$ cat src/sv/page_free_list_allocator_defines.svh
// Assertion macros for the page allocator RTL.
`ifndef PAGE_FREE_LIST_ALLOCATOR_DEFINES_SVH
`define PAGE_FREE_LIST_ALLOCATOR_DEFINES_SVH

// Same-cycle implication, disabled while reset is asserted.
`define PFLA_ASSERT_NOW(name, clk, rst_n, ante, cons) \
	name: assert property (@(posedge clk) disable iff (!rst_n) (ante) |-> (cons)) \
		else $error("pfla assertion failed");

// Next-cycle implication, disabled while reset is asserted.
`define PFLA_ASSERT_NEXT(name, clk, rst_n, ante, cons) \
	name: assert property (@(posedge clk) disable iff (!rst_n) (ante) |=> (cons)) \
		else $error("pfla assertion failed");

`endif

$ cat src/sv/pfla_pkg.sv
// Shared types and constants of the page free-list allocator.
`default_nettype none
package pfla_pkg;
	localparam int ADDR_W    = 40;
	localparam int BYTES_W   = 28;
	localparam int CFG_IDX_W = 1;

	localparam logic [ADDR_W-1:0] MEM_LOW_RST  = 40'd0;
	localparam logic [ADDR_W-1:0] MEM_HIGH_RST = 40'd134217728;

	typedef enum logic [1:0] {
		FN_ALLOC = 2'd0,
		FN_FREE  = 2'd1,
		FN_COUNT = 2'd2
	} func_t;

	typedef enum logic [1:0] {
		ST_OK      = 2'd0,
		ST_EMPTY   = 2'd1,
		ST_BADADDR = 2'd2,
		ST_FULL    = 2'd3
	} status_t;

	typedef enum logic [CFG_IDX_W-1:0] {
		REG_MEM_LOW  = 1'b0,
		REG_MEM_HIGH = 1'b1
	} cfg_reg_t;

	typedef struct packed {
		logic push;
		logic pop;
	} stack_op_t;

	typedef struct packed {
		logic empty;
		logic full;
	} stack_flags_t;
endpackage
`default_nettype wire

$ cat src/sv/pfla_check.sv
// Request decode: address checks and stack operation selection.
`default_nettype none
module pfla_check #(
	parameter int PB_BITS = 12
) (
	input  logic [1:0]                 func,
	input  logic [pfla_pkg::ADDR_W-1:0] page_address,
	input  logic [pfla_pkg::ADDR_W-1:0] mem_low,
	input  logic [pfla_pkg::ADDR_W-1:0] mem_high,
	input  pfla_pkg::stack_flags_t     flags,
	output pfla_pkg::stack_op_t        op,
	output pfla_pkg::status_t          status
);
	import pfla_pkg::*;

	logic aligned;
	logic in_range;

	assign aligned  = (page_address[PB_BITS-1:0] == '0);
	assign in_range = (page_address >= mem_low) && (page_address < mem_high);

	always_comb begin
		op     = '0;
		status = ST_OK;
		case (func)
			FN_ALLOC: begin
				if (flags.empty) begin
					status = ST_EMPTY;
				end else begin
					op.pop = 1'b1;
				end
			end
			FN_FREE: begin
				// address check wins over the full check
				if (!aligned || !in_range) begin
					status = ST_BADADDR;
				end else if (flags.full) begin
					status = ST_FULL;
				end else begin
					op.push = 1'b1;
				end
			end
			default: begin
				// count and the unused code: report only
			end
		endcase
	end
endmodule
`default_nettype wire

$ cat config.mk
export PLATFORM = sky130hd
export DESIGN_NAME = pfla_check
export DESIGN_NICKNAME = d
export VERILOG_FILES = /design/src/sv/page_free_list_allocator_defines.svh /design/src/sv/pfla_pkg.sv /design/src/sv/pfla_check.sv
export SDC_FILE = /design/constraint.sdc
export NUM_CORES = 1
export LEC_CHECK = 0
export BUFFER_PORTS_ARGS = -buffer_cell sky130_fd_sc_hd__buf_2
export CAP_MARGIN = 15
export CELL_PAD_IN_SITES_DETAIL_PLACEMENT = 1
export CELL_PAD_IN_SITES_GLOBAL_PLACEMENT = 1
export CORE_MARGIN = 5
export CORE_UTILIZATION = 33
export DETAILED_ROUTE_END_ITERATION = 16
export GPL_TIMING_DRIVEN = 0
export PLACE_DENSITY_LB_ADDON = 0.3
export REMOVE_ABC_BUFFERS = 1
export SLEW_MARGIN = 40
export SYNTH_ARGS = -nofsm -noshare
export SYNTH_HDL_FRONTEND = slang
export SYNTH_SLANG_ARGS = --single-unit
$ cat constraint.sdc
create_clock -name vclk -period 3.7
set_input_delay 0.74 -clock vclk [all_inputs]
set_output_delay 0.74 -clock vclk [all_outputs]
set_load 0.005 [all_outputs]
==> impl_metrics.env <==
export IMPL_seq_power_share=0
export IMPL_crit_path_end_kind="primary output"
export IMPL_drtPass1Iterations=4
export IMPL_grt_usage=0.161
export IMPL_max_freq_mhz=282
export IMPL_p_sw_w=0.000143
export IMPL_num_fill_cells=869
export IMPL_syn_to_final_growth_pct=35.3
export IMPL_routed_wl_mm=6.75
export IMPL_final_cell_mix="128 x buf_2, 83 x inv_1, 79 x ha_1"
export IMPL_vias_per_cell=4.96
export IMPL_max_cap_violations=0
export IMPL_fp_row_count=29
export IMPL_dieArea_mm2=0.00802
export IMPL_clock_buffers=0
export IMPL_io_buffers=128
export IMPL_synth_avg_cell_area_um2=7.08
export IMPL_vias=2481
export IMPL_start_kind="input port"
export IMPL_layout_commonest_cell="buf_2"
export IMPL_leakage_nw=1.77
export IMPL_synthesis_instances=295
export IMPL_crit_arrival_ps=2800
export IMPL_die_w_um=89.6
export IMPL_power_frac_comb=1.000
export IMPL_grt_pass1_wl_mm=10.7
export IMPL_avgRoutedWirePerCell_um=13.5
export IMPL_holdBufCountCts=0
export IMPL_seq_cells=0
export IMPL_fin_setup_tns_ps=0
export IMPL_cp_depth=9
export IMPL_finalSetupViolations=0
export IMPL_ant_nets=0
export IMPL_slowest_stage="a211oi_1"
export IMPL_crit_chain="buf_2 -> ha_1 -> a21oi_1 -> o21ai_0 -> a211oi_1 -> o221ai_1 -> a221o_1 -> o41ai_1 -> buf_2"
export IMPL_path_class="input port to primary output"
export IMPL_period_share=0.957
export IMPL_drv_slew=0
export IMPL_crit_path_frequent_cell="buf_2"
export IMPL_final_seq_area_um2=0
export IMPL_grt_pass1_vias=2589
export IMPL_netlist_area_mm2=0.00209
export IMPL_gp_congestion=0.820
export IMPL_crit_family="compound AO/OA/AOI/OAI gates"
export IMPL_dp_hpwl_mm=6.59
export IMPL_final_core_util=0.453
export IMPL_ir_drop_uv=41.1
export IMPL_start_util=0.335
export IMPL_hold_viol=0
export IMPL_antenna_found_initial=1
export IMPL_p_int_w=0.000134
export IMPL_n_antenna_cell=0
export IMPL_final_min_clock_period_ps=3540
export IMPL_grt_max_degree=6
export IMPL_overflow=0
export IMPL_whs_ps=1720
export IMPL_drc_errors=0
export IMPL_path_buf_inv=2
export IMPL_whs_path_depth=3
export IMPL_ctsResizeCount=0
export IMPL_cpPeakStageDelay_ps=350
export IMPL_rsz0062_at_grt="false"
export IMPL_status="completed"
export IMPL_layout_drive_gt1_share=0.324
export IMPL_post_cts_repair_setup_buffers=0
export IMPL_synth_cell_types=32
export IMPL_worstPathMaxFanout=3
export IMPL_io_pins=128
export IMPL_tightest_slew_ps=533
export IMPL_clockPowerShare=0
export IMPL_layout_nets=628
export IMPL_coreArea_mm2=0.00624
export IMPL_ys_warn_count=0
export IMPL_relSlewSlack=0.641
export IMPL_first_iter_violations=19
export IMPL_swShare=0.516
export IMPL_power_density_mw_per_mm2=97.8
export IMPL_ys_seq_area_frac=0
export IMPL_hold_class="input port to primary output"
export IMPL_worstPathRequired_ps=2960
export IMPL_die_h_um=89.6
-- kinds of logic after synthesis --
kind of cell,share of synthesized area
buffers and inverters,0.149
adders and majority gates,0.473
and+or+nand+nor,0.183
AOI/OAI and AO/OA,0.195
-- synth_stat cells --
library cell	instances	area share
nand3_1	9	0.022
nor2_1	8	0.014
o41ai_1	1	0.0042
and4_1	1	0.0042
o21ai_1	3	0.0072
o21a_1	1	0.0036
nand4_2	1	0.0060
o21ai_0	7	0.017
a22o_1	1	0.0042
nor4b_2	2	0.014
o211ai_1	2	0.0072
nand2b_1	1	0.0030
o41ai_2	1	0.0078
a21oi_1	31	0.074
a21o_1	1	0.0036
nand2_1	25	0.045
a211oi_1	6	0.022
nand4_1	11	0.033
a211oi_2	1	0.0060
nor3_1	4	0.0096
ha_1	79	0.47
o311a_1	1	0.0048
inv_1	83	0.15
nor4_2	3	0.018
a211o_1	1	0.0042
a221oi_1	2	0.0084
o31a_1	1	0.0042
nor4_1	3	0.0090
a221o_1	1	0.0048
a21boi_0	1	0.0036
nand3_2	1	0.0048
o221ai_1	2	0.0084
-- per-layer routing --
| layer | vias to the layer above | track usage | routed length [µm] |
|---|---|---|---|
| li1 | 1288 | - | - |
| met1 | 1125 | 0.195 | 2800 |
| met2 | 62 | 0.320 | 3540 |
| met3 | 4 | 0.0129 | 385 |
| met4 | 2 | 0 | 15 |
| met5 | - | 0 | 7 |
-- final cells by class --
| type | instances | area [µm²] | area share |
|---|---|---|---|
| multi-input combinational | 212 | 1780 | 0.629 |
| timing repair buffer | 128 | 641 | 0.227 |
| inverter | 83 | 312 | 0.110 |
| tap | 77 | 96.3 | 0.0341 |
-- final timing paths --
| kind | start | end | slack [ps] |
|---|---|---|---|
| max | page_address[19] | status[0] | 160 |
| min | flags[1] | op[0] | 1720 |
-- per-stage QoR --
stage	setup slack (ps)	power, W	cell area [µm²]	std cells
after global placement	194	0.000266	2830	500
after detailed placement	133	0.000280	2830	500
after floorplan	730	0.000154	2090	295
after CTS	124	0.000282	2830	500
final	159	0.000276	2830	500
after global routing	45.2	0.000320	2830	500
-- power by group through the flow --
stage | Combinational, W | Sequential (W) | Clock (W)
final | 0.000276 | 0 | 0
after global routing | 0.000320 | 0 | 0
after CTS | 0.000282 | 0 | 0
after detailed placement | 0.000280 | 0 | 0
after global placement | 0.000266 | 0 | 0
after floorplan | 0.000154 | 0 | 0
-- tightest hold or removal path: cells and delay by family --
kind                   cells  cell delay [ps]
buffers and inverters      2              200
and+or+nand+nor            1               40
No activity file was read; power rests on OpenSTA's default activity.
